### src/hdl/urb_pkg.sv
package urb_pkg;

  // Ring sizes. Each ring holds one byte fewer than its depth.
  localparam int RX_DEPTH = 64;
  localparam int TX_DEPTH = 64;
  localparam int RX_AW    = $clog2(RX_DEPTH);
  localparam int TX_AW    = $clog2(TX_DEPTH);

  localparam int OP_W     = 3;
  localparam int STATUS_W = 2;
  localparam int COUNT_W  = 6;

  // Event codes carried by op.
  localparam logic [OP_W-1:0] OP_RX_BYTE = 3'd0;
  localparam logic [OP_W-1:0] OP_READ    = 3'd1;
  localparam logic [OP_W-1:0] OP_WRITE   = 3'd2;
  localparam logic [OP_W-1:0] OP_TX_RDY  = 3'd3;
  localparam logic [OP_W-1:0] OP_DISABLE = 3'd4;

  // Status codes returned with each result.
  localparam logic [STATUS_W-1:0] ST_OK       = 2'd0;
  localparam logic [STATUS_W-1:0] ST_RX_EMPTY = 2'd1;
  localparam logic [STATUS_W-1:0] ST_TX_FULL  = 2'd2;

endpackage

### src/hdl/uart_rx_tx_ring_buffers.sv
// Channel   Direction  Handshake            Beat contents
// -------   ---------  -------------------  ---------------------------------------------
// event     in         in_valid / in_ready  op, rx_byte, frame_error, write_byte,
//                                           tx_reg_empty
// result    out        out_valid/out_ready  read_byte, status, line_byte, line_valid,
//                                           rx_count, tx_irq_enable
//
// The cycle that accepts an event updates the ring pointers and issues at most
// one access to each ring memory, and the following cycle collects the registered
// read data into the result register. The ring memories have a registered read
// port, so no new event is taken until this result has been collected.
// Reset (rst, synchronous) empties both rings and clears the interrupt enable; the
// memory contents are not cleared. A stalled result holds its register and blocks
// the next event until the result beat is taken.
module uart_rx_tx_ring_buffers
  import urb_pkg::*;
(
  input  logic                clk,
  input  logic                rst,

  input  logic                in_valid,
  output logic                in_ready,
  input  logic [OP_W-1:0]     op,
  input  logic [7:0]          rx_byte,
  input  logic                frame_error,
  input  logic [7:0]          write_byte,
  input  logic                tx_reg_empty,

  output logic                out_valid,
  input  logic                out_ready,
  output logic [7:0]          read_byte,
  output logic [STATUS_W-1:0] status,
  output logic [7:0]          line_byte,
  output logic                line_valid,
  output logic [COUNT_W-1:0]  rx_count,
  output logic                tx_irq_enable
);

  typedef enum logic {
    S_IDLE,
    S_FINISH
  } state_t;

  state_t state;

  // Ring pointers: head is the next slot to fill, tail the next to empty.
  logic [RX_AW-1:0] rx_head, rx_tail;
  logic [TX_AW-1:0] tx_head, tx_tail;
  logic             irq_on;

  // What the finishing cycle has to assemble.
  logic                pend_rd;
  logic                pend_tx_mem;
  logic                pend_direct;
  logic [7:0]          direct_byte;
  logic [STATUS_W-1:0] pend_status;

  logic accept;

  // Successor slots, wrapping at the depth so that any depth works.
  logic [RX_AW-1:0] rx_head_inc, rx_tail_inc;
  logic [TX_AW-1:0] tx_head_inc, tx_tail_inc;

  assign rx_head_inc = (rx_head == RX_AW'(RX_DEPTH - 1)) ? '0 : rx_head + RX_AW'(1);
  assign rx_tail_inc = (rx_tail == RX_AW'(RX_DEPTH - 1)) ? '0 : rx_tail + RX_AW'(1);
  assign tx_head_inc = (tx_head == TX_AW'(TX_DEPTH - 1)) ? '0 : tx_head + TX_AW'(1);
  assign tx_tail_inc = (tx_tail == TX_AW'(TX_DEPTH - 1)) ? '0 : tx_tail + TX_AW'(1);

  logic rx_empty, tx_empty;
  assign rx_empty = (rx_head == rx_tail);
  assign tx_empty = (tx_head == tx_tail);

  // Decisions taken while an event is offered.
  logic                rx_we, rx_re, tx_we, tx_re;
  logic                direct_send;
  logic                irq_set, irq_clr;
  logic                rx_flush;
  logic [STATUS_W-1:0] status_now;

  always_comb begin
    rx_we       = 1'b0;
    rx_re       = 1'b0;
    tx_we       = 1'b0;
    tx_re       = 1'b0;
    direct_send = 1'b0;
    irq_set     = 1'b0;
    irq_clr     = 1'b0;
    rx_flush    = 1'b0;
    status_now  = ST_OK;
    case (op)
      OP_RX_BYTE: begin
        // A byte with a frame error, or one that finds the ring full, is lost.
        rx_we = !frame_error && (rx_head_inc != rx_tail);
      end
      OP_READ: begin
        if (rx_empty) begin
          status_now = ST_RX_EMPTY;
        end else begin
          rx_re = 1'b1;
        end
      end
      OP_WRITE: begin
        if (tx_empty && tx_reg_empty) begin
          direct_send = 1'b1;
        end else begin
          irq_set = 1'b1;
          if (tx_head_inc == tx_tail) begin
            status_now = ST_TX_FULL;
          end else begin
            tx_we = 1'b1;
          end
        end
      end
      OP_TX_RDY: begin
        tx_re = !tx_empty;
        // The enable drops once the ring is empty after this pop.
        irq_clr = tx_empty || (tx_tail_inc == tx_head);
      end
      OP_DISABLE: begin
        rx_flush = 1'b1;
      end
      default: begin
      end
    endcase
  end

  assign in_ready = (state == S_IDLE) && (!out_valid || out_ready);
  assign accept   = in_valid && in_ready;

  logic [7:0] rx_rdata, tx_rdata;

  urb_ram #(
    .DEPTH (RX_DEPTH),
    .WIDTH (8)
  ) u_rx_ram (
    .clk   (clk),
    .we    (accept && rx_we),
    .waddr (rx_head),
    .wdata (rx_byte),
    .re    (accept && rx_re),
    .raddr (rx_tail),
    .rdata (rx_rdata)
  );

  urb_ram #(
    .DEPTH (TX_DEPTH),
    .WIDTH (8)
  ) u_tx_ram (
    .clk   (clk),
    .we    (accept && tx_we),
    .waddr (tx_head),
    .wdata (write_byte),
    .re    (accept && tx_re),
    .raddr (tx_tail),
    .rdata (tx_rdata)
  );

  // Fill level of the receive ring from the pointers as they stand after the event.
  logic [RX_AW:0] rx_fill;
  logic [15:0]    rx_fill_wide;

  always_comb begin
    rx_fill = {1'b0, rx_head} - {1'b0, rx_tail};
    if (rx_head < rx_tail) begin
      rx_fill = rx_fill + (RX_AW + 1)'(RX_DEPTH);
    end
    rx_fill_wide = 16'(rx_fill);
  end

  always_ff @(posedge clk) begin
    if (rst) begin
      state       <= S_IDLE;
      out_valid   <= 1'b0;
      rx_head     <= '0;
      rx_tail     <= '0;
      tx_head     <= '0;
      tx_tail     <= '0;
      irq_on      <= 1'b0;
      pend_rd     <= 1'b0;
      pend_tx_mem <= 1'b0;
      pend_direct <= 1'b0;
    end else begin
      if (out_valid && out_ready) begin
        out_valid <= 1'b0;
      end
      case (state)
        S_IDLE: begin
          if (accept) begin
            state       <= S_FINISH;
            pend_rd     <= rx_re;
            pend_tx_mem <= tx_re;
            pend_direct <= direct_send;
            direct_byte <= write_byte;
            pend_status <= status_now;
            if (rx_we) begin
              rx_head <= rx_head_inc;
            end
            if (rx_re) begin
              rx_tail <= rx_tail_inc;
            end
            if (rx_flush) begin
              rx_head <= rx_tail;
            end
            if (tx_we) begin
              tx_head <= tx_head_inc;
            end
            if (tx_re) begin
              tx_tail <= tx_tail_inc;
            end
            if (irq_set) begin
              irq_on <= 1'b1;
            end else if (irq_clr) begin
              irq_on <= 1'b0;
            end
          end
        end
        S_FINISH: begin
          // The result register was emptied when this event was accepted.
          state         <= S_IDLE;
          out_valid     <= 1'b1;
          read_byte     <= pend_rd ? rx_rdata : 8'd0;
          line_byte     <= pend_tx_mem ? tx_rdata : (pend_direct ? direct_byte : 8'd0);
          line_valid    <= pend_tx_mem || pend_direct;
          status        <= pend_status;
          rx_count      <= rx_fill_wide[COUNT_W-1:0];
          tx_irq_enable <= irq_on;
        end
        default: begin
          state <= S_IDLE;
        end
      endcase
    end
  end

endmodule

### src/hdl/urb_ram.sv
module urb_ram #(
  parameter int DEPTH = 64,
  parameter int WIDTH = 8
) (
  input  logic                     clk,
  input  logic                     we,
  input  logic [$clog2(DEPTH)-1:0] waddr,
  input  logic [WIDTH-1:0]         wdata,
  input  logic                     re,
  input  logic [$clog2(DEPTH)-1:0] raddr,
  output logic [WIDTH-1:0]         rdata
);

  logic [WIDTH-1:0] mem [DEPTH];

  always_ff @(posedge clk) begin
    if (we) begin
      mem[waddr] <= wdata;
    end
  end

  // Registered read port.
  always_ff @(posedge clk) begin
    if (re) begin
      rdata <= mem[raddr];
    end
  end

endmodule

### config.mk
export PLATFORM = sky130hd
export DESIGN_NAME = uart_rx_tx_ring_buffers
export DESIGN_NICKNAME = d
export VERILOG_FILES = /design/src/hdl/urb_pkg.sv /design/src/hdl/uart_rx_tx_ring_buffers.sv /design/src/hdl/urb_ram.sv
export SDC_FILE = /design/constraint.sdc
export NUM_CORES = 1
export LEC_CHECK = 0
export BUFFER_PORTS_ARGS = -buffer_cell sky130_fd_sc_hd__buf_2
export CAP_MARGIN = 20
export CORE_UTILIZATION = 25
export CTS_CLUSTER_DIAMETER = 120
export DETAILED_ROUTE_END_ITERATION = 10
export PLACE_DENSITY = 0.44
export SLEW_MARGIN = 10
export SYNTH_ARGS = -nofsm -noshare
export SYNTH_HDL_FRONTEND = slang
export SYNTH_HIERARCHICAL = 1
export SYNTH_SLANG_ARGS = --single-unit
### constraint.sdc
create_clock -name clk -period 3.1 [get_ports clk]
set_input_delay 0 -clock clk [delete_from_list [all_inputs] [get_ports clk]]
set_output_delay 0 -clock clk [all_outputs]
set_load 0.02 [all_outputs]
==> results.sh, run 1 <==
export IMPL_run_status="finished clean"
export IMPL_finalSetupViolations=0
export IMPL_final_setup_worst_slack_ns=0.131
export IMPL_die_h_um=422
export IMPL_cts_tree="yes"
export IMPL_critPathCaptureType="register"
export IMPL_areaGrowthSynthToFinish_pct=19.5
export IMPL_insertion_delay_ns=0.73
export IMPL_synthTopCellsByArea="sky130_fd_sc_hd__edfxtp_1 73%, sky130_fd_sc_hd__mux4_2 13%, sky130_fd_sc_hd__nor2_1 1.7%"
export IMPL_drt_wirelength_per_cell_um=22.8
export IMPL_maxCapViolations=0
export IMPL_number_of_diodes=0
export IMPL_max_slew_margin=0.349
export IMPL_postSynthRegisterBits=1106
export IMPL_leakage_nw=15.8
export IMPL_power_frac_seq=0.531
export IMPL_grt_overflow_total=0
export IMPL_chipWidth_um=422
export IMPL_via_count=22500
export IMPL_cp_arrival_ns=3.31
export IMPL_timing_final_hold_violations=0
export IMPL_timing_critical_path_required_ns=3.44
export IMPL_clkSlewWorstSetupHoldPaths_ns=0.07
export IMPL_yosys_area_top_type="sky130_fd_sc_hd__edfxtp_1"
export IMPL_drcViolationCount=0
export IMPL_drive_above_1_share=0.300
export IMPL_grt_use_total=0.126
export IMPL_p_comb_frac=0.016
export IMPL_critical_path_max_stage_delay_ns=0.60
export IMPL_synth_nets=2269
export IMPL_synth_edf_count=1076
export IMPL_synth_most_common_cell="sky130_fd_sc_hd__edfxtp_1"
export IMPL_std_cell_rows=153
export IMPL_synth_seq_area_share=0.748
export IMPL_cts_buffers=114
export IMPL_power_per_cell_area_nw_per_um2=588
export IMPL_power_switching_fraction=0.201
export IMPL_netSwitchingPower_mw=6.21
export IMPL_place_port_buffers=52
export IMPL_grt_pass1_wl_um=167000
export IMPL_filler_cell_count=16900
export IMPL_ys_warn_count=6
export IMPL_drt_first_pass_iters=5
export IMPL_synth_async_sr_flop_share=0
export IMPL_synth_flop_cell="sky130_fd_sc_hd__edfxtp_1"
export IMPL_finish_net_count=2572
export IMPL_post_place_setup_slack_ns=-0.127
export IMPL_start_util=0.252
export IMPL_peakVddDrop_mv=0.499
export IMPL_timing_final_max_slew_violations=0
export IMPL_critical_path_slowest_cell="sky130_fd_sc_hd__nor2_1"
export IMPL_worst_hold_slack_ns=0.290
export IMPL_holdCritPathClass="input pin to register"
export IMPL_first_global_vias=23800
export IMPL_min_period_over_period=0.958
export IMPL_grt_antenna_before_repair=0
export IMPL_mappedNetlistArea_um2=44000
export IMPL_synth_cell_types=66
export IMPL_htree_num_levels=3
export IMPL_number_of_setup_buffers_added_after_cts=0
export IMPL_path_max_fanout=8
export IMPL_final_period_minus_worst_setup_slack_ns=2.97
export IMPL_startpoint_type="register"
export IMPL_die_area_um2=178000
export IMPL_maximum_number_of_pins_on_one_net_before_global_route_repair=85
export IMPL_io_pins=53
export IMPL_cp_cell_sequence="ha_1, and3_2, a31oi_1, xnor2_1, nand4_2, o21ai_4, inv_1, nand3_1, buf_4, nor2_1"
export IMPL_max_slew_worst_pin_slew_ns=0.974
export IMPL_core_area_um2=174000
export IMPL_clock_sinks=1106
export IMPL_syn_instance_count=2234
export IMPL_ctsRootBufferMaster="sky130_fd_sc_hd__clkbuf_16"
export IMPL_wl_um=113000
export IMPL_synthTopCellsByCount="1,076 x sky130_fd_sc_hd__edfxtp_1, 252 x sky130_fd_sc_hd__mux4_2, 198 x sky130_fd_sc_hd__nor2_1"
export IMPL_worstSetupPathType="register to register"
export IMPL_clock_power_share=0.453
export IMPL_post_drt_via_cell_ratio=4.54
export IMPL_clock_tree_buffer_depth=3
export IMPL_yosysTopAreaCellShare=0.734
export IMPL_drt_iter0_drc=1807
export IMPL_hpwl_um=72500
export IMPL_p_int_mw=24.7
export IMPL_drt_antenna_violating_nets=0
export IMPL_syn_area_per_cell_um2=19.7
export IMPL_fmaxAchievable_mhz=337
export IMPL_skew_ns=0.0237
export IMPL_gp_routability_congestion=0.767
export IMPL_rsz0062_at_grt="false"
-- final timing paths --
path | to | depth (start not counted) | start | slack (ns)
worst max register to register | u_tx_ram/mem[43][0]$_DFFE_PP_ | 10 | tx_head[0]$_SDFFE_PP0P_ | 0.13
worst max-delay path | u_tx_ram/mem[43][0]$_DFFE_PP_ | 10 | tx_head[0]$_SDFFE_PP0P_ | 0.13
worst min register to register | status[1]$_DFFE_PP_ | 0 | pend_status[1]$_DFFE_PP_ | 0.43
worst min-delay path | u_tx_ram/mem[20][6]$_DFFE_PP_ | 2 | write_byte[6] | 0.29
-- cell type report --
type / instances / area (um^2) / area share
tap: 2325 / 2910 / 0.0553
inverter: 15 / 56.3 / 0.00107
clock buffer: 139 / 2990 / 0.0568
multi-input combinational: 991 / 10500 / 0.199
clock inverter: 76 / 822 / 0.0156
sequential: 1106 / 32900 / 0.626
timing repair buffer: 309 / 2430 / 0.0462
-- through the flow --
stage,TNS [ns],area [um^2],instances,power (mW),util
CTS,0,52500,4961,31.3,0.301
detailed placement,-5.99,48300,4714,17.2,0.277
floorplan,0,44000,2234,16.8,-
global placement,-4.82,48300,4714,17.2,0.277
global route,0,52600,4961,31.8,0.302
finish,0,52600,4961,30.9,0.302
-- repair_timing --
| action | in CTS | in global routing |
|---|---|---|
| pin swaps | 0 | 0 |
| hold endpoints to repair | 585 | 0 |
| resized for setup | 18 | 24 |
| setup endpoints to repair | 137 | 514 |
| hold buffers | 32 | 0 |
| gates cloned | 0 | 0 |
-- logic make-up (layout without fill, tap and decap cells) --
logic type               count (synthesis)  in the layout  share of synthesized area
XOR/XNOR                                38             38                    0.00773
AO/OA/AOI/OAI                          180            180                     0.0297
adder cells (fa/ha/maj)                 10             10                    0.00301
buffers and inverters                  137            539                     0.0178
multiplexers                           332            332                      0.148
flip-flops                            1106           1106                      0.748
AND/OR/NAND/NOR                        431            431                     0.0460
-- state kept, by name, summed over array words and instances (netlist names), 2 cells and up --
name	flops
line_byte	8
direct_byte	8
tx_head	6
u_rx_ram/mem	512
pend_status	2
rx_count	6
u_rx_ram/rdata	8
rx_tail	6
tx_tail	6
rx_head	6
u_tx_ram/rdata	8
u_tx_ram/mem	512
read_byte	8
status	2
-- critical path, delay by kind of cell (launching register included) --
family                   cells  cell delay, ns
AND/OR/NAND/NOR              4            1.14
XOR/XNOR                     1            0.11
adder cells (fa/ha/maj)      1            0.23
buffers and inverters        2            0.43
flip-flops                   1            0.32
AO/OA/AOI/OAI                2            0.34
-- power by group through the flow --
stage          combinational (mW)  sequential [mW]  clock (mW)
3_3_place_gp                0.466             16.7           0
2_1_floorplan              0.0931             16.7           0
6_report                    0.489             16.4        14.0
4_1_cts                     0.510             16.4        14.4
3_5_place_dp                0.480             16.7           0
5_1_grt                     0.537             16.4        14.9
-- routing by layer --
metal / up-vias / share of wire / track usage / wire (um)
met3: 148 / 0.039 / 0.0200 / 4420
met2: 513 / 0.51 / 0.219 / 57400
met1: 12100 / 0.43 / 0.164 / 48900
met4: 0 / 0.021 / 0.0315 / 2360
li1: 9763 / - / - / -
met5: - / 0 / 0 / 0
-- placed cells by master, fill, tap and decap left out, drive strengths merged, types with 7 or more instances in the layout --
cell type	n
nand2b	16
a22oi	7
bufinv	16
dfxtp	30
buf	277
nand4	9
mux2	30
inv	21
a22o	8
a211oi	12
clkinv	49
a221oi	14
o21ai	24
nor2	198
nor2b	35
edfxtp	1076
nand3	40
o22ai	16
xor2	14
mux4	252
ha	9
or3	7
xnor2	24
mux2i	50
nor3	23
dlygate4sd3	32
o221ai	16
clkbuf	139
a21oi	32
and2	14
nand2	60
Power figures use the tool's default switching activity.
==> inputs of run 2 (changes only) <==
--- a/config.mk
+++ b/config.mk
@@ -10,7 +10,7 @@
 export CORE_UTILIZATION = 25
 export CTS_CLUSTER_DIAMETER = 120
 export DETAILED_ROUTE_END_ITERATION = 10
-export PLACE_DENSITY = 0.44
+export PLACE_DENSITY = 0.43
 export SLEW_MARGIN = 10
 export SYNTH_ARGS = -nofsm -noshare
 export SYNTH_HDL_FRONTEND = slang
==> constraint.sdc (replaced) <==
create_clock -name clk -period 3.6 [get_ports clk]
set_input_delay 0 -clock clk [delete_from_list [all_inputs] [get_ports clk]]
set_output_delay 0 -clock clk [all_outputs]
set_load 0.02 [all_outputs]
==> results.sh, run 2 (synthesized netlist as in run 1, its figures left out) <==
export IMPL_run_status="finished clean"
export IMPL_io_pins=53
export IMPL_drt_antenna_violating_nets=0
export IMPL_rsz0062_at_grt="false"
export IMPL_critical_path_top_delay_family="simple AND/OR/NAND/NOR gates"
export IMPL_worst_hold_startpoint="rx_byte[1]"
export IMPL_leakage_nw=15.4
export IMPL_fmaxAchievable_mhz=290
export IMPL_max_slew_margin=0.321
export IMPL_timing_final_max_slew_violations=0
export IMPL_drive_above_1_share=0.266
export IMPL_cts_tree="yes"
export IMPL_finish_net_count=2495
export IMPL_std_cell_rows=153
export IMPL_wl_um=114000
export IMPL_seq_area_um2=32900
export IMPL_worstSetupPathType="register to register"
export IMPL_timing_critical_path_mode_cell="sky130_fd_sc_hd__nor2_1"
export IMPL_gp_routability_congestion=0.781
export IMPL_total_power_mw=26.2
export IMPL_ctsRootBufferMaster="sky130_fd_sc_hd__clkbuf_16"
export IMPL_critPathCaptureType="register"
export IMPL_max_slew_worst_pin_slew_ns=1.02
export IMPL_power_per_cell_area_nw_per_um2=507
export IMPL_layout_cells_most_common="sky130_fd_sc_hd__edfxtp_1"
export IMPL_place_port_buffers=52
export IMPL_drt_iter0_drc=1946
export IMPL_drt_wirelength_per_cell_um=23.4
export IMPL_via_count=22100
export IMPL_drcViolationCount=0
export IMPL_filler_cell_count=17000
export IMPL_grt_antenna_before_repair=0
export IMPL_start_util=0.252
export IMPL_final_period_minus_worst_setup_slack_ns=3.45
export IMPL_chipWidth_um=422
export IMPL_maximum_number_of_pins_on_one_net_before_global_route_repair=85
export IMPL_number_of_setup_buffers_added_after_cts=0
export IMPL_areaGrowthSynthToFinish_pct=17.5
export IMPL_grt_use_total=0.128
export IMPL_crit_buf_inv=1
export IMPL_drt_first_pass_iters=7
export IMPL_min_period_over_period=0.958
export IMPL_critical_path_reg2reg_startpoint="rx_head[2]$_SDFFE_PP0P_"
export IMPL_grt_pass1_wl_um=167000
export IMPL_peakVddDrop_mv=0.409
export IMPL_hpwl_um=72800
export IMPL_netSwitchingPower_mw=5.39
export IMPL_multiInputGateArea_um2=10300
export IMPL_clkSlewWorstSetupHoldPaths_ns=0.07
export IMPL_holdCritPathClass="input pin to register"
export IMPL_clock_power_share=0.445
export IMPL_grt_overflow_total=0
export IMPL_finalSetupViolations=0
export IMPL_first_global_vias=23400
export IMPL_clock_tree_buffer_depth=3
export IMPL_largestRegisters="u_rx_ram/mem: 512 flops, u_tx_ram/mem: 512 flops"
export IMPL_final_setup_tns_ns=0
export IMPL_die_h_um=422
export IMPL_critical_path_slowest_cell="sky130_fd_sc_hd__nor2_1"
export IMPL_most_common_layout_cells="1,076 x sky130_fd_sc_hd__edfxtp_1, 252 x sky130_fd_sc_hd__mux4_2, 195 x sky130_fd_sc_hd__nor2_1"
export IMPL_core_area_um2=174000
export IMPL_startpoint="rx_head[2]$_SDFFE_PP0P_"
export IMPL_maxCapViolations=0
export IMPL_cts_buffers=115
export IMPL_cp_arrival_ns=3.80
export IMPL_startpoint_type="register"
export IMPL_power_frac_seq=0.540
export IMPL_path_max_fanout=9
export IMPL_insertion_delay_ns=0.73
export IMPL_htree_num_levels=3
export IMPL_p_int_mw=20.8
export IMPL_post_drt_via_cell_ratio=4.53
export IMPL_power_switching_fraction=0.206
export IMPL_p_comb_frac=0.016
export IMPL_cp_cell_sequence="nand3_1, nor3b_1, o31ai_1, o41a_1, a211oi_2, nor2_1, nor2b_1, nand2_1, buf_4, nor2_1"
export IMPL_clock_sinks=1106
export IMPL_die_area_um2=178000
export IMPL_skew_ns=0.0226
export IMPL_timing_critical_path_required_ns=3.95
export IMPL_timing_final_hold_violations=0
export IMPL_critical_path_max_stage_delay_ns=0.62
export IMPL_number_of_diodes=0
-- run 2: path summary, 6_finish.rpt --
path,end,slack (ns),cells after the start
setup / recovery,u_rx_ram/mem[16][4]$_DFFE_PP_,0.15,10
hold / removal,u_rx_ram/mem[16][1]$_DFFE_PP_,0.04,1
setup reg to reg,u_rx_ram/mem[16][4]$_DFFE_PP_,0.15,10
hold reg to reg,status[0]$_DFFE_PP_,0.43,0
-- run 2: worst register-to-register path, delay by kind of cell (launching register included) --
family / cells / cell delay [ns]
AOI/OAI and AO/OA: 3 / 0.61
DFF: 1 / 0.52
buffers and inverters: 1 / 0.23
and+or+nand+nor: 6 / 1.73
-- run 2: layer usage --
metal	up-vias	share of wire	GRT usage
li1	9609	-	-
met1	11800	0.43	0.165
met2	585	0.50	0.218
met3	173	0.043	0.0209
met4	0	0.030	0.0410
met5	-	0	0
-- run 2: metrics by stage --
stage	cells	utilization	hold slack (ns)	worst slack (ns)	area, um^2
2_1_floorplan	2234	-	0.0989	0.543	44000
3_3_place_gp	4635	0.273	0.370	0.352	47700
3_5_place_dp	4637	0.274	0.404	0.183	47700
4_1_cts	4885	0.296	0.0249	0.166	51700
5_1_grt	4885	0.297	0.0584	0.000246	51700
6_report	4885	0.297	0.0416	0.150	51700
-- run 2: repair_timing --
item	4_1_cts	5_1_grt
hold endpoints to repair	639	0
hold buffers	31	0
resized for setup	0	3
endpoints found under the setup margin	0	24
-- run 2: layout make-up --
cell class              count  share of cell area
flip-flops and latches   1106               0.637
multi-input cells         991               0.200
repair buffers            231              0.0347
well taps                2325              0.0563
clock inverters            82              0.0132
clock buffers             135              0.0579
inverters                  15             0.00109
-- run 2: power by group through the flow --
stage,combinational (mW),clock (mW),sequential (mW)
6_report,0.419,11.6,14.1
5_1_grt,0.461,12.4,14.1
4_1_cts,0.443,12.0,14.1
3_5_place_dp,0.420,0,14.4
3_3_place_gp,0.408,0,14.4
2_1_floorplan,0.0802,0,14.4
